<file path="src/rtl/rhlm_pkg.sv">
// Types, constants and level functions of the health monitor.
`timescale 1ns / 1ps
package rhlm_pkg;

	localparam int MAX_PROBES = 4;
	localparam int HR_W       = 20;
	localparam int HEAP_W     = 24;
	localparam int CNT_W      = 8;
	localparam int RATIO_W    = 10;
	localparam int MASK_W     = 5;
	localparam int CFG_IDX_W  = 4;
	localparam int CFG_DATA_W = 24;
	localparam int PROD_W     = HEAP_W + RATIO_W;
	localparam int DIV_STEPS  = RATIO_W;
	localparam int STEP_W     = $clog2(DIV_STEPS);

	typedef logic [1:0] lvl_t;
	localparam lvl_t LVL_OK   = 2'd0;
	localparam lvl_t LVL_WARN = 2'd1;
	localparam lvl_t LVL_CRIT = 2'd2;

	localparam logic [HEAP_W-1:0]  HEAP_LARGEST_WARN  = 24'd49152;
	localparam logic [HEAP_W-1:0]  HEAP_LARGEST_CRIT  = 24'd32768;
	localparam logic [HEAP_W-1:0]  HEAP_LARGEST_CLEAR = 24'd65536;
	localparam logic [RATIO_W-1:0] HEAP_RATIO_WARN    = 10'd350;
	localparam logic [RATIO_W-1:0] HEAP_RATIO_CRIT    = 10'd250;
	localparam logic [RATIO_W-1:0] HEAP_RATIO_CLEAR   = 10'd450;
	localparam logic [RATIO_W-1:0] RATIO_FULL         = 10'd1000;
	localparam logic [CNT_W-1:0]   COUNT_MAX          = 8'd255;

	// Configuration register indexes
	localparam logic [CFG_IDX_W-1:0] REG_STACK_WARN_ENTER = 4'd0;
	localparam logic [CFG_IDX_W-1:0] REG_STACK_WARN_CLEAR = 4'd1;
	localparam logic [CFG_IDX_W-1:0] REG_STACK_CRIT_ENTER = 4'd2;
	localparam logic [CFG_IDX_W-1:0] REG_STACK_CRIT_CLEAR = 4'd3;
	localparam logic [CFG_IDX_W-1:0] REG_HEAP_FREE_WARN   = 4'd4;
	localparam logic [CFG_IDX_W-1:0] REG_HEAP_FREE_CRIT   = 4'd5;
	localparam logic [CFG_IDX_W-1:0] REG_HEAP_FREE_CLEAR  = 4'd6;
	localparam logic [CFG_IDX_W-1:0] REG_CONFIRM_SAMPLES  = 4'd7;

	typedef struct packed {
		logic load;
		logic mul;
		logic div_step;
		logic commit;
	} rhlm_cmd_t;

	typedef struct packed {
		logic out_free;
	} rhlm_stat_t;

	typedef struct packed {
		lvl_t             cur;
		lvl_t             pend;
		logic [CNT_W-1:0] cnt;
		logic             changed;
	} gate_res_t;

	function automatic lvl_t stack_target(input lvl_t cur, input logic [HR_W-1:0] h,
			input logic [HR_W-1:0] warn_on, input logic [HR_W-1:0] warn_off,
			input logic [HR_W-1:0] crit_on, input logic [HR_W-1:0] crit_off);
		lvl_t t;
		if (cur == LVL_CRIT) begin
			if (h < crit_off) t = LVL_CRIT;
			else if (h <= warn_on) t = LVL_WARN;
			else t = LVL_OK;
		end else if (cur == LVL_WARN) begin
			if (h <= crit_on) t = LVL_CRIT;
			else if (h >= warn_off) t = LVL_OK;
			else t = LVL_WARN;
		end else begin
			if (h <= crit_on) t = LVL_CRIT;
			else if (h <= warn_on) t = LVL_WARN;
			else t = LVL_OK;
		end
		return t;
	endfunction

	function automatic lvl_t heap_target(input lvl_t cur, input logic [HEAP_W-1:0] fr,
			input logic [HEAP_W-1:0] lg, input logic [RATIO_W-1:0] ratio,
			input logic [HEAP_W-1:0] fr_warn, input logic [HEAP_W-1:0] fr_crit,
			input logic [HEAP_W-1:0] fr_ok);
		lvl_t raw;
		lvl_t t;
		logic below_clear;
		if (fr <= fr_crit || lg <= HEAP_LARGEST_CRIT || ratio <= HEAP_RATIO_CRIT)
			raw = LVL_CRIT;
		else if (fr <= fr_warn || lg <= HEAP_LARGEST_WARN || ratio <= HEAP_RATIO_WARN)
			raw = LVL_WARN;
		else
			raw = LVL_OK;
		below_clear = (fr < fr_ok) || (lg < HEAP_LARGEST_CLEAR) ||
			(ratio < HEAP_RATIO_CLEAR);
		if (raw == LVL_CRIT) t = LVL_CRIT;
		else if (cur == LVL_CRIT) t = below_clear ? LVL_CRIT : raw;
		else if (cur == LVL_WARN) t = (raw == LVL_WARN || below_clear) ? LVL_WARN : LVL_OK;
		else t = raw;
		return t;
	endfunction

	// Debounce: adopt a differing target only after a run of agreeing samples
	function automatic gate_res_t level_gate(input lvl_t cur, input lvl_t target,
			input lvl_t pend, input logic [CNT_W-1:0] cnt, input logic [CNT_W-1:0] confirm);
		gate_res_t r;
		logic [CNT_W-1:0] n;
		r.cur     = cur;
		r.pend    = target;
		r.cnt     = '0;
		r.changed = 1'b0;
		if (cur != target) begin
			if (pend != target) n = 8'd1;
			else if (cnt < COUNT_MAX) n = cnt + 8'd1;
			else n = cnt;
			if (n >= confirm) begin
				r.cur     = target;
				r.changed = 1'b1;
			end else begin
				r.cnt = n;
			end
		end
		return r;
	endfunction

endpackage

</file>
<file path="src/rtl/rhlm_tick_if.sv">
// Handshake channel carrying one tick item of probe and heap samples.
`timescale 1ns / 1ps
interface rhlm_tick_if;
	logic        valid;
	logic        ready;
	logic        probe_valid_0;
	logic [19:0] probe_headroom_0;
	logic        probe_valid_1;
	logic [19:0] probe_headroom_1;
	logic        probe_valid_2;
	logic [19:0] probe_headroom_2;
	logic        probe_valid_3;
	logic [19:0] probe_headroom_3;
	logic [23:0] heap_free_bytes;
	logic [23:0] heap_largest_block;

	modport source (
		output valid, probe_valid_0, probe_headroom_0, probe_valid_1, probe_headroom_1,
			probe_valid_2, probe_headroom_2, probe_valid_3, probe_headroom_3,
			heap_free_bytes, heap_largest_block,
		input ready
	);
	modport sink (
		input valid, probe_valid_0, probe_headroom_0, probe_valid_1, probe_headroom_1,
			probe_valid_2, probe_headroom_2, probe_valid_3, probe_headroom_3,
			heap_free_bytes, heap_largest_block,
		output ready
	);
endinterface

</file>
<file path="src/rtl/rhlm_status_if.sv">
// Handshake channel carrying one status item of levels, ratio and transitions.
`timescale 1ns / 1ps
interface rhlm_status_if;
	logic       valid;
	logic       ready;
	logic [1:0] probe_level_0;
	logic [1:0] probe_level_1;
	logic [1:0] probe_level_2;
	logic [1:0] probe_level_3;
	logic [1:0] heap_lvl;
	logic [9:0] heap_ratio_permille;
	logic [4:0] transition_mask;

	modport source (
		output valid, probe_level_0, probe_level_1, probe_level_2, probe_level_3,
			heap_lvl, heap_ratio_permille, transition_mask,
		input ready
	);
	modport sink (
		input valid, probe_level_0, probe_level_1, probe_level_2, probe_level_3,
			heap_lvl, heap_ratio_permille, transition_mask,
		output ready
	);
endinterface

</file>
<file path="src/rtl/rhlm_ctrl.sv">
// Controller: sequences capture, multiply, serial divide and commit of a tick.
`timescale 1ns / 1ps
module rhlm_ctrl (
	input  logic                   clk,
	input  logic                   arst_n,
	input  logic                   in_valid,
	output logic                   in_ready,
	output rhlm_pkg::rhlm_cmd_t    cmd,
	input  rhlm_pkg::rhlm_stat_t   stat
);
	import rhlm_pkg::*;

	typedef enum logic [1:0] {
		ST_IDLE,
		ST_MUL,
		ST_DIV,
		ST_EVAL
	} state_t;

	state_t            state_q;
	logic [STEP_W-1:0] step_q;

	always_comb begin
		in_ready     = (state_q == ST_IDLE);
		cmd.load     = (state_q == ST_IDLE) && in_valid;
		cmd.mul      = (state_q == ST_MUL);
		cmd.div_step = (state_q == ST_DIV);
		cmd.commit   = (state_q == ST_EVAL) && stat.out_free;
	end

	always_ff @(posedge clk or negedge arst_n) begin
		if (!arst_n) begin
			state_q <= ST_IDLE;
			step_q  <= '0;
		end else begin
			unique case (state_q)
				ST_IDLE: begin
					if (in_valid) state_q <= ST_MUL;
				end
				ST_MUL: begin
					step_q  <= '0;
					state_q <= ST_DIV;
				end
				ST_DIV: begin
					if (step_q == STEP_W'(DIV_STEPS - 1)) state_q <= ST_EVAL;
					else step_q <= step_q + 1'b1;
				end
				ST_EVAL: begin
					// hold until the output register can take the item
					if (stat.out_free) state_q <= ST_IDLE;
				end
				default: state_q <= ST_IDLE;
			endcase
		end
	end

endmodule

</file>
<file path="src/rtl/rhlm_dp.sv">
// Datapath: config registers, ratio divider, level state and output register.
`timescale 1ns / 1ps
module rhlm_dp #(
	parameter int NUM_PROBES = 4
) (
	input  logic                                clk,
	input  logic                                arst_n,
	input  rhlm_pkg::rhlm_cmd_t                 cmd,
	output rhlm_pkg::rhlm_stat_t                stat,
	input  logic                                wr_en,
	input  logic [rhlm_pkg::CFG_IDX_W-1:0]      wr_index,
	input  logic [rhlm_pkg::CFG_DATA_W-1:0]     wr_data,
	input  logic [rhlm_pkg::MAX_PROBES-1:0]     probe_valid,
	input  logic [rhlm_pkg::HR_W-1:0]           probe_headroom [rhlm_pkg::MAX_PROBES],
	input  logic [rhlm_pkg::HEAP_W-1:0]         heap_free_bytes,
	input  logic [rhlm_pkg::HEAP_W-1:0]         heap_largest_block,
	output logic                                out_valid,
	input  logic                                out_ready,
	output rhlm_pkg::lvl_t                      probe_level [rhlm_pkg::MAX_PROBES],
	output rhlm_pkg::lvl_t                      heap_lvl,
	output logic [rhlm_pkg::RATIO_W-1:0]        heap_ratio_permille,
	output logic [rhlm_pkg::MASK_W-1:0]         transition_mask
);
	import rhlm_pkg::*;

	// configuration
	logic [HR_W-1:0]   swe_q, swc_q, sce_q, scc_q;
	logic [HEAP_W-1:0] hfw_q, hfc_q, hfcl_q;
	logic [CNT_W-1:0]  confirm_q;

	// captured tick
	logic [MAX_PROBES-1:0] pv_q;
	logic [HR_W-1:0]       hr_q [MAX_PROBES];
	logic [HEAP_W-1:0]     fr_q, lg_q;

	// divider
	logic [PROD_W-1:0]  prod;
	logic [HEAP_W-1:0]  rem_q;
	logic [RATIO_W-1:0] lo_q, quo_q;
	logic               zero_q, full_q;
	logic [HEAP_W:0]    trial, dvs, diff;
	logic               ge;
	logic [RATIO_W-1:0] ratio;

	// level state and results
	gate_res_t             pg [MAX_PROBES];
	gate_res_t             hg;
	lvl_t                  hlvl_q, hpend_q;
	logic [CNT_W-1:0]      hcnt_q;
	lvl_t                  out_lvl_q [MAX_PROBES];
	lvl_t                  out_heap_q;
	logic [RATIO_W-1:0]    out_ratio_q;
	logic [MASK_W-1:0]     out_mask_q;
	logic                  out_valid_q;
	logic [MAX_PROBES-1:0] pmask;

	always_ff @(posedge clk or negedge arst_n) begin
		if (!arst_n) begin
			swe_q     <= 20'd1024;
			swc_q     <= 20'd1536;
			sce_q     <= 20'd512;
			scc_q     <= 20'd1024;
			hfw_q     <= 24'd98304;
			hfc_q     <= 24'd65536;
			hfcl_q    <= 24'd131072;
			confirm_q <= 8'd2;
		end else if (wr_en) begin
			unique case (wr_index)
				REG_STACK_WARN_ENTER: swe_q     <= wr_data[HR_W-1:0];
				REG_STACK_WARN_CLEAR: swc_q     <= wr_data[HR_W-1:0];
				REG_STACK_CRIT_ENTER: sce_q     <= wr_data[HR_W-1:0];
				REG_STACK_CRIT_CLEAR: scc_q     <= wr_data[HR_W-1:0];
				REG_HEAP_FREE_WARN:   hfw_q     <= wr_data[HEAP_W-1:0];
				REG_HEAP_FREE_CRIT:   hfc_q     <= wr_data[HEAP_W-1:0];
				REG_HEAP_FREE_CLEAR:  hfcl_q    <= wr_data[HEAP_W-1:0];
				REG_CONFIRM_SAMPLES:  confirm_q <= wr_data[CNT_W-1:0];
				default: ;
			endcase
		end
	end

	always_ff @(posedge clk) begin
		if (cmd.load) begin
			pv_q <= probe_valid;
			hr_q <= probe_headroom;
			fr_q <= heap_free_bytes;
			lg_q <= heap_largest_block;
		end
	end

	// Quotient stays below 1024 whenever largest < free, so the top bits of the
	// product seed the remainder and ten restoring steps finish the division.
	assign prod  = PROD_W'(lg_q) * PROD_W'(RATIO_FULL);
	assign trial = {rem_q, lo_q[RATIO_W-1]};
	assign dvs   = {1'b0, fr_q};
	assign ge    = (trial >= dvs);
	assign diff  = trial - dvs;

	always_ff @(posedge clk) begin
		if (cmd.mul) begin
			rem_q  <= prod[PROD_W-1:RATIO_W];
			lo_q   <= prod[RATIO_W-1:0];
			quo_q  <= '0;
			zero_q <= (fr_q == '0);
			full_q <= (lg_q >= fr_q);
		end else if (cmd.div_step) begin
			rem_q <= ge ? diff[HEAP_W-1:0] : trial[HEAP_W-1:0];
			lo_q  <= {lo_q[RATIO_W-2:0], 1'b0};
			quo_q <= {quo_q[RATIO_W-2:0], ge};
		end
	end

	assign ratio = zero_q ? '0 : (full_q ? RATIO_FULL : quo_q);

	for (genvar i = 0; i < MAX_PROBES; i++) begin : g_probe
		if (i < NUM_PROBES) begin : g_live
			lvl_t             lvl_q, pend_q;
			logic [CNT_W-1:0] cnt_q;

			always_comb begin
				if (pv_q[i]) begin
					pg[i] = level_gate(lvl_q,
						stack_target(lvl_q, hr_q[i], swe_q, swc_q, sce_q, scc_q),
						pend_q, cnt_q, confirm_q);
				end else begin
					// no sample: hold the state untouched
					pg[i].cur     = lvl_q;
					pg[i].pend    = pend_q;
					pg[i].cnt     = cnt_q;
					pg[i].changed = 1'b0;
				end
			end

			always_ff @(posedge clk or negedge arst_n) begin
				if (!arst_n) begin
					lvl_q  <= LVL_OK;
					pend_q <= LVL_OK;
					cnt_q  <= '0;
				end else if (cmd.commit) begin
					lvl_q  <= pg[i].cur;
					pend_q <= pg[i].pend;
					cnt_q  <= pg[i].cnt;
				end
			end
		end else begin : g_absent
			assign pg[i] = '{cur: LVL_OK, pend: LVL_OK, cnt: '0, changed: 1'b0};
		end
		assign pmask[i] = pg[i].changed;
	end

	assign hg = level_gate(hlvl_q,
		heap_target(hlvl_q, fr_q, lg_q, ratio, hfw_q, hfc_q, hfcl_q),
		hpend_q, hcnt_q, confirm_q);

	always_ff @(posedge clk or negedge arst_n) begin
		if (!arst_n) begin
			hlvl_q      <= LVL_OK;
			hpend_q     <= LVL_OK;
			hcnt_q      <= '0;
			out_valid_q <= 1'b0;
		end else begin
			if (cmd.commit) begin
				hlvl_q      <= hg.cur;
				hpend_q     <= hg.pend;
				hcnt_q      <= hg.cnt;
				out_valid_q <= 1'b1;
			end else if (out_ready) begin
				out_valid_q <= 1'b0;
			end
		end
	end

	always_ff @(posedge clk) begin
		if (cmd.commit) begin
			for (int i = 0; i < MAX_PROBES; i++) out_lvl_q[i] <= pg[i].cur;
			out_heap_q  <= hg.cur;
			out_ratio_q <= ratio;
			out_mask_q  <= {hg.changed, pmask};
		end
	end

	assign stat.out_free       = !out_valid_q || out_ready;
	assign out_valid           = out_valid_q;
	assign probe_level         = out_lvl_q;
	assign heap_lvl            = out_heap_q;
	assign heap_ratio_permille = out_ratio_q;
	assign transition_mask     = out_mask_q;

endmodule

</file>
<file path="src/rtl/resource_health_level_monitor_unit.sv">
// A tick item is accepted only while idle and then passes through capture,
// multiply, the 10-step serial ratio divider and commit before the next item
// is accepted; a full output register stalls commit.
// The output register lets the next item be accepted while a result waits.
// Reset (arst_n low): levels OK, pending counts zero, thresholds at defaults,
// no result pending.
`timescale 1ns / 1ps
module resource_health_level_monitor_unit #(
	parameter int NUM_PROBES = 4
) (
	input  logic                            clk,
	input  logic                            arst_n,
	rhlm_tick_if.sink                       tick,
	rhlm_status_if.source                   status,
	input  logic                            wr_en,
	input  logic [rhlm_pkg::CFG_IDX_W-1:0]  wr_index,
	input  logic [rhlm_pkg::CFG_DATA_W-1:0] wr_data
);
	import rhlm_pkg::*;

	rhlm_cmd_t             cmd;
	rhlm_stat_t            stat;
	logic [MAX_PROBES-1:0] probe_valid;
	logic [HR_W-1:0]       probe_headroom [MAX_PROBES];
	lvl_t                  probe_level [MAX_PROBES];

	assign probe_valid       = {tick.probe_valid_3, tick.probe_valid_2,
		tick.probe_valid_1, tick.probe_valid_0};
	assign probe_headroom[0] = tick.probe_headroom_0;
	assign probe_headroom[1] = tick.probe_headroom_1;
	assign probe_headroom[2] = tick.probe_headroom_2;
	assign probe_headroom[3] = tick.probe_headroom_3;

	rhlm_ctrl u_ctrl (
		.clk      (clk),
		.arst_n   (arst_n),
		.in_valid (tick.valid),
		.in_ready (tick.ready),
		.cmd      (cmd),
		.stat     (stat)
	);

	rhlm_dp #(
		.NUM_PROBES (NUM_PROBES)
	) u_dp (
		.clk                 (clk),
		.arst_n              (arst_n),
		.cmd                 (cmd),
		.stat                (stat),
		.wr_en               (wr_en),
		.wr_index            (wr_index),
		.wr_data             (wr_data),
		.probe_valid         (probe_valid),
		.probe_headroom      (probe_headroom),
		.heap_free_bytes     (tick.heap_free_bytes),
		.heap_largest_block  (tick.heap_largest_block),
		.out_valid           (status.valid),
		.out_ready           (status.ready),
		.probe_level         (probe_level),
		.heap_lvl            (status.heap_lvl),
		.heap_ratio_permille (status.heap_ratio_permille),
		.transition_mask     (status.transition_mask)
	);

	assign status.probe_level_0 = probe_level[0];
	assign status.probe_level_1 = probe_level[1];
	assign status.probe_level_2 = probe_level[2];
	assign status.probe_level_3 = probe_level[3];

endmodule

</file>
<file path="src/flat_wrapper.sv">
// flat-port wrapper written by rule: the top's interface ports become plain ports
module resource_health_level_monitor_unit_flat import rhlm_pkg::*;
#(
	parameter int NUM_PROBES = 4
)
  (clk, arst_n, wr_en, wr_index, wr_data, tick_valid, tick_probe_valid_0, tick_probe_headroom_0, tick_probe_valid_1, tick_probe_headroom_1, tick_probe_valid_2, tick_probe_headroom_2, tick_probe_valid_3, tick_probe_headroom_3, tick_heap_free_bytes, tick_heap_largest_block, tick_ready, status_valid, status_probe_level_0, status_probe_level_1, status_probe_level_2, status_probe_level_3, status_heap_lvl, status_heap_ratio_permille, status_transition_mask, status_ready);
  rhlm_tick_if tick_i ();
  rhlm_status_if status_i ();
  input  logic clk;
  input  logic arst_n;
  input  logic wr_en;
  input  logic [rhlm_pkg::CFG_IDX_W-1:0] wr_index;
  input  logic [rhlm_pkg::CFG_DATA_W-1:0] wr_data;
  input wire logic [$bits(tick_i.valid)-1:0] tick_valid;
  input wire logic [$bits(tick_i.probe_valid_0)-1:0] tick_probe_valid_0;
  input wire logic [$bits(tick_i.probe_headroom_0)-1:0] tick_probe_headroom_0;
  input wire logic [$bits(tick_i.probe_valid_1)-1:0] tick_probe_valid_1;
  input wire logic [$bits(tick_i.probe_headroom_1)-1:0] tick_probe_headroom_1;
  input wire logic [$bits(tick_i.probe_valid_2)-1:0] tick_probe_valid_2;
  input wire logic [$bits(tick_i.probe_headroom_2)-1:0] tick_probe_headroom_2;
  input wire logic [$bits(tick_i.probe_valid_3)-1:0] tick_probe_valid_3;
  input wire logic [$bits(tick_i.probe_headroom_3)-1:0] tick_probe_headroom_3;
  input wire logic [$bits(tick_i.heap_free_bytes)-1:0] tick_heap_free_bytes;
  input wire logic [$bits(tick_i.heap_largest_block)-1:0] tick_heap_largest_block;
  output wire logic [$bits(tick_i.ready)-1:0] tick_ready;
  output wire logic [$bits(status_i.valid)-1:0] status_valid;
  output wire logic [$bits(status_i.probe_level_0)-1:0] status_probe_level_0;
  output wire logic [$bits(status_i.probe_level_1)-1:0] status_probe_level_1;
  output wire logic [$bits(status_i.probe_level_2)-1:0] status_probe_level_2;
  output wire logic [$bits(status_i.probe_level_3)-1:0] status_probe_level_3;
  output wire logic [$bits(status_i.heap_lvl)-1:0] status_heap_lvl;
  output wire logic [$bits(status_i.heap_ratio_permille)-1:0] status_heap_ratio_permille;
  output wire logic [$bits(status_i.transition_mask)-1:0] status_transition_mask;
  input wire logic [$bits(status_i.ready)-1:0] status_ready;
  assign tick_i.valid = tick_valid;
  assign tick_i.probe_valid_0 = tick_probe_valid_0;
  assign tick_i.probe_headroom_0 = tick_probe_headroom_0;
  assign tick_i.probe_valid_1 = tick_probe_valid_1;
  assign tick_i.probe_headroom_1 = tick_probe_headroom_1;
  assign tick_i.probe_valid_2 = tick_probe_valid_2;
  assign tick_i.probe_headroom_2 = tick_probe_headroom_2;
  assign tick_i.probe_valid_3 = tick_probe_valid_3;
  assign tick_i.probe_headroom_3 = tick_probe_headroom_3;
  assign tick_i.heap_free_bytes = tick_heap_free_bytes;
  assign tick_i.heap_largest_block = tick_heap_largest_block;
  assign tick_ready = tick_i.ready;
  assign status_valid = status_i.valid;
  assign status_probe_level_0 = status_i.probe_level_0;
  assign status_probe_level_1 = status_i.probe_level_1;
  assign status_probe_level_2 = status_i.probe_level_2;
  assign status_probe_level_3 = status_i.probe_level_3;
  assign status_heap_lvl = status_i.heap_lvl;
  assign status_heap_ratio_permille = status_i.heap_ratio_permille;
  assign status_transition_mask = status_i.transition_mask;
  assign status_i.ready = status_ready;
  resource_health_level_monitor_unit #(.NUM_PROBES(NUM_PROBES)) u_core (.clk(clk), .arst_n(arst_n), .tick(tick_i), .status(status_i), .wr_en(wr_en), .wr_index(wr_index), .wr_data(wr_data));
endmodule
</file>
<file path="config.mk">
export PLATFORM = sky130hd
export DESIGN_NAME = resource_health_level_monitor_unit_flat
export DESIGN_NICKNAME = d
export VERILOG_FILES = /design/src/rtl/rhlm_pkg.sv /design/src/rtl/rhlm_tick_if.sv /design/src/rtl/rhlm_status_if.sv /design/src/rtl/rhlm_ctrl.sv /design/src/rtl/rhlm_dp.sv /design/src/rtl/resource_health_level_monitor_unit.sv /design/src/flat_wrapper.sv
export SDC_FILE = /design/constraint.sdc
export NUM_CORES = 1
export LEC_CHECK = 0
export BUFFER_PORTS_ARGS = -buffer_cell sky130_fd_sc_hd__buf_2
export CAP_MARGIN = 20
export CORE_MARGIN = 2
export CORE_UTILIZATION = 60
export DETAILED_ROUTE_END_ITERATION = 10
export PLACE_DENSITY = 0.79
export SLEW_MARGIN = 20
export SYNTH_ARGS = -nofsm -noshare
export SYNTH_HDL_FRONTEND = slang
export SYNTH_SLANG_ARGS = --single-unit
</file>
<file path="constraint.sdc">
create_clock -name clk -period 9.6 [get_ports clk]
set_input_delay 0.48 -clock clk [delete_from_list [all_inputs] [get_ports clk]]
set_output_delay 0.48 -clock clk [all_outputs]
set_load 0.005 [all_outputs]
</file>
**Yosys cells after proc, flatten, opt, wreduce, memory -nomap -nowiden**

Index checks and enable logic that the tools add are counted.

- Bits of input ports: 165
- Output and inout port bits: 27
- Bits in registers: 427

- Reduce and logical (&&, ||, !) cells: 34
- Multipliers: 1
- Add/subtract/negate cells: 7
- Mux-type cells: 102
- $lt $le $gt $ge: 37
- Equal/unequal tests: 37

Operators by type and width:

| operator | count |
|---|---|
| $mux W8 | 24 |
| $le A20 B20 Y1 | 8 |
| $mux W2 | 42 |
| $ge A20 B20 Y1 | 4 |
| $lt A20 B20 Y1 | 4 |
| $mux W24 | 3 |
| $mux W13 | 4 |
| $le A24 B16 Y1 const B | 2 |
| $le A24 B24 Y1 | 2 |
| $mux W9 | 5 |
| $add A8 B1 Y8 const B | 5 |
| $ge A8 B8 Y1 | 5 |
| $lt A8 B8 Y1 const B | 5 |
| $mux W10 | 4 |
| $reduce_and A2 Y1 | 17 |
| $mul A24 B7 Y31 const B | 1 |
| $ge A25 B24 Y1 | 1 |
| $ge A24 B24 Y1 | 1 |
| $logic_not A24 Y1 | 1 |
| $lt A24 B17 Y1 const B | 1 |
| $lt A24 B24 Y1 | 1 |
| $sub A24 B24 Y24 | 1 |
| $ne A2 B2 Y1 | 10 |
| $mux W1 | 17 |
| other kinds (21) | 50 |

**Logic depth before layout (Yosys ltp)**

Gate-level depths: netlist of the first run.

- Depth in word-level cells: 18
- Gate-level depth with buffers: 24
- Gate-level depth less buffers: 23

**Cells and area by module**

Synthesis of the first run repeated with hierarchy kept, for this count alone.

- Cells, all modules: 3117
- Area total of the unflattened synthesis: 32328.5 µm²

By module, submodules not included:

| module | area each (µm²) | cells an instance | times used |
|---|---|---|---|
| rhlm_dp | 31898.1 | 3078 | 1 |
| rhlm_ctrl | 430.4 | 39 | 1 |

**Worst setup path before layout of the first run**

No wires, ideal clock.

- Kind: register to register
- From: reg u_core.u_dp.lg_q[2]
- To: reg u_core.u_dp.rem_q[21] (data pin)
- Clock period less this slack: 5.006 ns
- Data required time: 9.340 ns
- Slack: 4.594 ns
- Stages on the path, launching flop included: 16
- Buffers on the path: 0
- Arrival: 4.746 ns
- Cell sequence: edfxtp_1 fa_1 fa_1 fa_1 fa_1 ha_1 a21oi_1 o211ai_1 a31o_2 a31o_2 a211oi_2 o21ai_1 a21o_1 a21oi_1 xnor2_1 mux2_2

- Word-level cells in the longest chain between the ends: 2

Ends and longest elaborated chain:

| item | RTL line | source |
|---|---|---|
| start, declared | rhlm_dp.sv:34 | `logic [HEAP_W-1:0] fr_q, lg_q;` |
| start signal, assigned | rhlm_dp.sv:87 | `lg_q <= heap_largest_block;` |
| $mul A24 B7 Y31 | rhlm_dp.sv:93 | `assign prod = PROD_W'(lg_q) * PROD_W'(RATIO_FULL);` |
| $mux W24 | rhlm_dp.sv:100 | `if (cmd.mul) begin` |
| end signal, assigned | rhlm_dp.sv:101 | `rem_q <= prod[PROD_W-1:RATIO_W];` |
| end signal, assigned | rhlm_dp.sv:107 | `rem_q <= ge ? diff[HEAP_W-1:0] : trial[HEAP_W-1:0];` |
| end, declared | rhlm_dp.sv:38 | `logic [HEAP_W-1:0] rem_q;` |

Every way passes these cells.
A chain may end at the register's enable or synchronous reset.

**Worst setup path after layout of the first run**

- From: reg u_core.u_dp.hr_q[7] (netlist bit)
- To: reg u_core.u_dp.g_probe[3].g_live.cnt_q[4]

- Word-level cells in the longest chain between the ends: 13
- Elaborated cells between the ends (all ways): 20
- Those cells by class: 5 x order compare; 2 x eq/ne; 13 x mux

Ends and longest elaborated chain:

| item | RTL line | source |
|---|---|---|
| start, declared | rhlm_dp.sv:33 | `logic [HR_W-1:0] hr_q [MAX_PROBES];` |
| start signal, assigned | rhlm_dp.sv:85 | `hr_q <= probe_headroom;` |
| $le A20 B20 Y1 or $ge A20 B20 Y1 (tied branches) | rhlm_pkg.sv:65, rhlm_pkg.sv:73, rhlm_pkg.sv:69 |  |
| $mux W1, on equally long branches | rhlm_pkg.sv:65, rhlm_pkg.sv:73, rhlm_pkg.sv:69 |  |
| $mux W2, on equally long branches | rhlm_pkg.sv:72, rhlm_pkg.sv:68 |  |
| $mux W2 | rhlm_pkg.sv:67 | `end else if (cur == LVL_WARN) begin` |
| $mux W2 (*) | rhlm_pkg.sv:63 | `if (cur == LVL_CRIT) begin` |
| $mux W2 (*) | rhlm_dp.sv:121 | `if (pv_q[i]) begin` |
| $ne A2 B2 Y1 | rhlm_pkg.sv:111 | `if (pend != target) n = 8'd1;` |
| $mux W8 | rhlm_pkg.sv:111 |  |
| $mux W8 | rhlm_pkg.sv:110 | `if (cur != target) begin` |
| $mux W8 | rhlm_dp.sv:121 |  |
| $ge A8 B8 Y1 | rhlm_pkg.sv:114 | `if (n >= confirm) begin` |
| $mux W8 | rhlm_pkg.sv:114 |  |
| $mux W9 (*) | rhlm_pkg.sv:110 |  |
| end signal, assigned | rhlm_dp.sv:142 | `cnt_q <= pg[i].cnt;` |
| end, declared | rhlm_dp.sv:118 | `logic [CNT_W-1:0] cnt_q;` |

Every way passes the cells marked *; elsewhere a longest branch is shown, timed or not. The select of a mux whose other input is x is not followed.

==> impl_metrics.ini, run 1 <==
[status]
status = complete, no violations

[place]
portBuffers = 191
pre_cts_ws_ps = 3690
gp_congestion = 1.06
hpwlAfterDp_mm = 76.3

[power]
switchingPower_mw = 5.65
seqPwrFrac_pct = 23.8
power_mw = 12.6
intPower_mw = 6.93
share_clk_of_total_power_pct = 15.5
p_sw_share_pct = 44.9
p_leak_nw = 16.7
power.density_mw_per_mm2 = 350
power_frac_comb_pct = 60.7
ir_drop_mv = 0.406

[cts]
cts_tree = done
cts_buffers = 48
cts_resized = 0
clk_path_buf_depth = 3
clk_pin_slew_ps = 60
cts-htree-levels = 2
clkSinkCount = 427
postCtsSetupBuffers = 0
clk_latency_ps = 630
hold_buffers = 2
cts-root-buf = clkbuf_16

[yosys]
synthArstFlopShare_pct = 53.2
synthDistinctLibCells = 97
syn_avg_cell_area_um2 = 10.4
ys_ff_latch = 427
synth-main-ff-cell = dfrtp_1
syn-num-nets = 3936
synth_cells = 3116
synth_edf_count = 190
syn_area_mm2 = 0.0325
ys.warnings.count = 0
ys_seq_area_share_pct = 35.6

[run]
drv_cap = 0

[setup_path]
critPathLaunchType = flip-flop
rr_endpoint = u_core.u_dp.g_probe[3].g_live.cnt_q[4]
arrival_ps = 6520
r2r_start = u_core.u_dp.hr_q[7]
setup.worst_path.class = reg -> reg
ff2ff_path_depth = 21
r2r_slack_ps = 3610
required_ps = 10130
worst-path-max-fanout = 13
cp-end-kind = flip-flop

[timing]
finalClockSkew_ps = 44.1
fin_crit_sh_pct = 62.4
fmax_ghz = 0.167
worst_pin_slew_ps = 1030
layout_min_cycle_time_ps = 5990
rsz0062_at_grt = false
slew_viol_final = 0
tns_ps = 0
setup_violations = 0
hold_viol = 0
relSlewSlack_pct = 31.4
fin_ws_ps = 3610

[floorplan]
die_w_um = 237
dieArea_mm2 = 0.0561
start_util_pct = 60.6
core.rowCount = 85
die_h_um = 237
top_level_ports = 192
core_area_mm2 = 0.0537

[drt]
first_pass_iters = 5
drt_iter0_markers = 2255
vias_per_cell = 6.37
via_count = 25857
wl_mm = 97.6
drc = 0
post_drt_wl_per_cell_um = 24.0
ant_nets = 0

[global_route]
grt_max_degree = 105
grt_pass1_wl_mm = 151
grt_pass1_vias = 25958
gr-total-overflow = 0
track_usage_pct = 35.2
antenna_found_initial = 5

[min_path]
min_to = u_core.u_dp.fr_q[12]
whs_path_depth = 1
hold_start = tick_heap_free_bytes[12]
hold_class = in -> reg

[finish]
synthToLayoutAreaGrowth_pct = 10.5
drive_gt1_share_pct = 14.1
fin_nets = 4140
## power groups by stage
stage	registers, mW	logic (mW)	clock network (mW)
global placement	2.99	7.25	0
CTS	2.97	7.60	1.97
global route	3.03	8.55	2.05
detailed placement	3.00	7.52	0
finish	2.99	7.64	1.95
floorplan	2.84	5.73	0
## cells by family after synthesis
family / count (synthesis) / share of synthesized area, %
compound gates: 741 / 15.0
simple gates: 780 / 12.0
fa+ha+maj: 655 / 27.2
xor+xnor: 55 / 1.48
buf+inv: 310 / 3.65
mux: 148 / 5.01
flops: 427 / 35.6
## registers in the layout, summed over array words and instances (netlist names), 10 cells and up
| name | cells |
|---|---|
| u_core.u_dp.fr_q | 24 |
| u_core.u_dp.g_probe.g_live.cnt_q | 32 |
| u_core.u_dp.heap_ratio_permille | 10 |
| u_core.u_dp.hfc_q | 24 |
| u_core.u_dp.hfcl_q | 24 |
| u_core.u_dp.hfw_q | 24 |
| u_core.u_dp.hr_q | 80 |
| u_core.u_dp.lg_q | 24 |
| u_core.u_dp.quo_q | 10 |
| u_core.u_dp.rem_q | 24 |
| u_core.u_dp.scc_q | 20 |
| u_core.u_dp.sce_q | 20 |
| u_core.u_dp.swc_q | 20 |
| u_core.u_dp.swe_q | 20 |
## synth_stat cells (all sizes together) (18+ instances only)
library cell  instances  share of area (%)
a211oi               30               0.81
a21o                114                2.6
a21oi               186                2.9
a31oi                20               0.38
and2                 27               0.52
and3                 24               0.46
clkbuf               42               0.48
dfrtp               217                 17
edfxtp              190                 18
fa                   87                5.4
ha                  568                 22
inv                 255                2.9
mux2                120                4.2
mux2i                28               0.86
nand2               221                2.5
nand2b               43               0.83
nand3                62               0.95
nand4                67                1.3
nor2                184                2.1
nor2b                44               0.85
nor3                 31               0.51
o211ai               18               0.42
o21a                 33               0.76
o21ai               189                2.9
xnor2                40                1.1
## through the flow
| step | hold WS (ps) | instances | util (%) | cell area (um2) |
|---|---|---|---|---|
| 2_1_floorplan | 184 | 3116 | - | 32500 |
| 3_3_place_gp | 474 | 3964 | 63.8 | 34300 |
| 5_1_grt | 12.7 | 4056 | 67.0 | 36000 |
| 4_1_cts | 6.91 | 4056 | 67.0 | 36000 |
| 6_report | 35.1 | 4058 | 67.0 | 36000 |
| 3_5_place_dp | 492 | 3964 | 63.8 | 34300 |
## critical path: stages (launching register included)
cell and delay, ps:
edfxtp_1 520, ha_1 350, a21o_1 180, a21o_1 180, a211o_1 300, a2111oi_2 520, o221ai_1 260, nand3_1 290
nor2b_2 120, a211oi_2 780, nor2_1 170, ha_1 330, nand2b_1 140, a21o_1 170, a21o_1 170, a21oi_1 130
nor2b_1 50, o21ai_0 130, a21oi_1 100, or3_1 510, a2111oi_1 340, a21o_1 130
## worst max path at each step
| stage | cells past startpoint | slack (ps) | start | endpoint |
|---|---|---|---|---|
| after floorplan | 15 | 4590 | u_core.u_dp.lg_q[2] | u_core.u_dp.rem_q[21] |
| after global placement | 21 | 3810 | u_core.u_dp.hr_q[7] | u_core.u_dp.g_probe[3].g_live.cnt_q[4] |
| after detailed placement | 17 | 3690 | u_core.u_dp.lg_q[22] | u_core.u_dp.hcnt_q[1] |
| after CTS | 21 | 3690 | u_core.u_dp.hr_q[7] | u_core.u_dp.g_probe[3].g_live.cnt_q[4] |
| after global routing | 21 | 3210 | u_core.u_dp.hr_q[7] | u_core.u_dp.g_probe[3].g_live.cnt_q[4] |
| final | 21 | 3610 | u_core.u_dp.hr_q[7] | u_core.u_dp.g_probe[3].g_live.cnt_q[4] |
## cell type report
class                   count  area, um2
inverters                 255        957
clock inverters            33        374
multi-input cells        2379      19800
fillers                  4100      17700
diodes                      2       5.00
repair buffers            209       1110
flip-flops and latches    427      11600
clock buffers              57       1290
well taps                 696        871
## metal layers
layer	global-route usage, %	vias to the layer above	wire [um]
met5	0	-	10
met3	5.11	219	6640
li1	-	11876	-
met1	47.8	12749	42000
met4	14.0	2	4330
met2	57.0	1011	44600
## placed cells by master, fill, tap and decap left out, drive strengths merged, types with 120 or more instances in the layout
master    n
dfrtp   217
nand2   221
a21oi   186
edfxtp  190
buf     207
nor2    184
mux2    120
inv     256
ha      568
o21ai   189
(Power assumes the default switching activity.)
==> run 2: changes to the inputs <==
- clock period: 9.6 -> 5.6 ns (I/O delays scaled with it)
==> run 2 against run 1 <==
Die area stayed put. Clock skew is 31 ps lower. Combinational power is 78% higher. Clock-buffer cell count is 8 higher. Global-route usage is 1.6 points higher. Via count is 3.8% higher. Sequential cell count stayed put. Clock power is 66% higher. Design area is 5.1% higher. Critical endpoint is now u_core.u_dp.g_probe[0].g_live.lvl_q[1]. Highest routed layer is now met4.
==> impl_metrics.ini, run 2 (same netlist as run 1, synthesis figures left out) <==
[cts]
clkSinkCount = 427
cts_tree = done
cts-htree-levels = 2
clk_latency_ps = 610
clk_path_buf_depth = 3
clk_pin_slew_ps = 60
cts-root-buf = clkbuf_16
cts_buffers = 49

[power]
power_frac_comb_pct = 61.9
share_clk_of_total_power_pct = 14.8
p_leak_nw = 17.6
switchingPower_mw = 9.87
seqPwrFrac_pct = 23.3
p_sw_share_pct = 45.1
power.density_mw_per_mm2 = 579
power_mw = 21.9
intPower_mw = 12.0
ir_drop_mv = 0.801

[setup_path]
critPathLaunchType = flip-flop
cp-end-kind = flip-flop
crit_path_frequent_cell = a21o_1
arrival_ps = 5930
cp_slowest_stage_delay_ps = 440
path_cells = inv_1, ha_1, nand2b_1, a21o_1, a211o_1, a2111oi_2, o21ai_0, nand4_1, o211ai_1, nor2_2, o2bb2ai_2, buf_4, and2_1, ha_1, a21o_1, a21o_1, a21oi_1, nor2b_1, o21ai_0, a21oi_1, nand2_1, mux2_2, mux2_2
r2r_slack_ps = 170
worst-path-max-fanout = 15
r2r_start = u_core.u_dp.hr_q[60]
rr_endpoint = u_core.u_dp.g_probe[0].g_live.lvl_q[1]
cpLargestDelayFamily = compound AO/OA/AOI/OAI gates
crit_buf_inv = 2
ff2ff_path_depth = 23
cp_slowest_cell = a2111oi_2
setup.worst_path.class = reg -> reg
required_ps = 6090

[finish]
final_common_cell = ha_1
largest_reg_flops = 80
regMostFlops = u_core.u_dp.hr_q
diodes = 0
drive_gt1_share_pct = 15.4
final_cell_mix = ha_1, inv_1, nand2_1
fin_nets = 4338
reg.largest.list = u_core.u_dp.hr_q (80), u_core.u_dp.g_probe.g_live.cnt_q (32)
final_cell_count_no_fill = 4255
synthToLayoutAreaGrowth_pct = 16.2

[timing]
fmax_ghz = 0.184
relSlewSlack_pct = 27.2
finalClockSkew_ps = 13.0
hold_viol = 0
slew_viol_final = 0
tns_ps = 0
setup_violations = 0
fin_crit_sh_pct = 97.0
worst_pin_slew_ps = 1080
layout_min_cycle_time_ps = 5430

[global_route]
antenna_found_initial = 2
grt_pass1_wl_mm = 158
grt_max_degree = 134
gr-total-overflow = 0
track_usage_pct = 36.8
grt_pass1_vias = 27422

[min_path]
min_to = u_core.u_dp.scc_q[12]
hold_class = in -> reg
whs_path_depth = 3
hold_start = wr_data[12]

[drt]
first_pass_iters = 6
wl_met2_mm = 48.5
via_count = 26829
highest_layer = met4
post_drt_wl_per_cell_um = 24.2
vias_per_cell = 6.31
ant_nets = 0
drt-met1-wl_mm = 42.1
drt_iter0_markers = 2385
drc = 0
wl_mm = 103
met3_length_mm = 6.94

[floorplan]
die_w_um = 237
start_util_pct = 60.6
top_level_ports = 192
core.rowCount = 85
die_h_um = 237
dieArea_mm2 = 0.0561
core_area_mm2 = 0.0537

[run]
drv_cap = 0

[status]
status = complete, no violations

[place]
gp_congestion = 1.02
hpwlAfterDp_mm = 76.8
placedCellCount = 4010
portBuffers = 191
-- run 2: changes by cell type in the layout (fill, tap and decap cells not counted), sizes merged --
cell / previous run / this run
clkinv: 23 / 20
clkinvlp: 3 / 2
clkbuf: 57 / 65
buf: 207 / 267
inv: 256 / 258
bufinv: 6 / 2
diode: 2 / 0
dlygate4sd3: 2 / 139
-- run 2: power by group through the flow --
stage               Combinational (mW)  Clock, mW  Sequential [mW]
floorplan                         9.82          0             4.87
global placement                  12.5          0             5.09
detailed placement                13.0          0             5.12
CTS                               13.2       3.25             5.08
global route                      15.1       3.38             5.17
finish                            13.6       3.23             5.11
-- run 2: what timing repair did --
action / in CTS / in global routing
buffers inserted: 0 / 14
resized for setup: 2 / 18
hold buffers: 139 / 0
endpoints found under the setup margin: 2 / 45
pin swaps: 0 / 1
endpoints found under the hold margin: 239 / 0
-- run 2: worst max-delay path by stage --
stage                    startpoint                                     end  slack (ps)  cells past startpoint
3_3_place_gp   u_core.u_dp.swc_q[9]              u_core.u_dp.probe_level[4]          90                     21
2_1_floorplan   u_core.u_dp.lg_q[2]                   u_core.u_dp.rem_q[21]         590                     15
6_report       u_core.u_dp.hr_q[60]  u_core.u_dp.g_probe[0].g_live.lvl_q[1]         170                     23
5_1_grt         u_core.u_dp.lg_q[2]                   u_core.u_dp.rem_q[22]         -80                     17
4_1_cts        u_core.u_dp.hr_q[60]  u_core.u_dp.g_probe[0].g_live.lvl_q[1]          80                     23
3_5_place_dp   u_core.u_dp.swc_q[9]  u_core.u_dp.g_probe[1].g_live.lvl_q[1]          10                     22
-- run 2: through the flow --
step	utilization (%)	hold slack (ps)	area [um2]	setup slack, ps
after global routing	70.4	17.7	37800	-83.0
final	70.4	18.5	37800	167
after floorplan	-	-15.6	32500	594
after global placement	64.5	341	34600	90.4
after CTS	70.1	4.96	37600	82.0
after detailed placement	64.5	347	34600	14.4
-- run 2: layout make-up --
type | instances | area, um2
inverters | 255 | 957
repair buffers | 406 | 2940
well taps | 696 | 871
clock buffers | 65 | 1370
clock inverters | 27 | 221
flip-flops and latches | 427 | 11600
multi-input cells | 2379 | 19900
fillers | 3872 | 15900
-- run 2: worst reg2reg max path, stage by stage (launching register included) --
cell and delay (ps):
edfxtp_1 410, inv_1 160, ha_1 250, nand2b_1 140, a21o_1 180, a211o_1 320
a2111oi_2 440, o21ai_0 200, nand4_1 160, o211ai_1 330, nor2_2 280, o2bb2ai_2 140
buf_4 220, and2_1 160, ha_1 220, a21o_1 150, a21o_1 170, a21oi_1 180
nor2b_1 60, o21ai_0 150, a21oi_1 120, nand2_1 200, mux2_2 390, mux2_2 270
-- run 2: layer usage --
metal / up-vias / global-route usage (%)
li1: 12267 / -
met1: 13200 / 47.8
met2: 1090 / 61.3
met3: 272 / 4.93
met4: 0 / 17.0
met5: - / 0
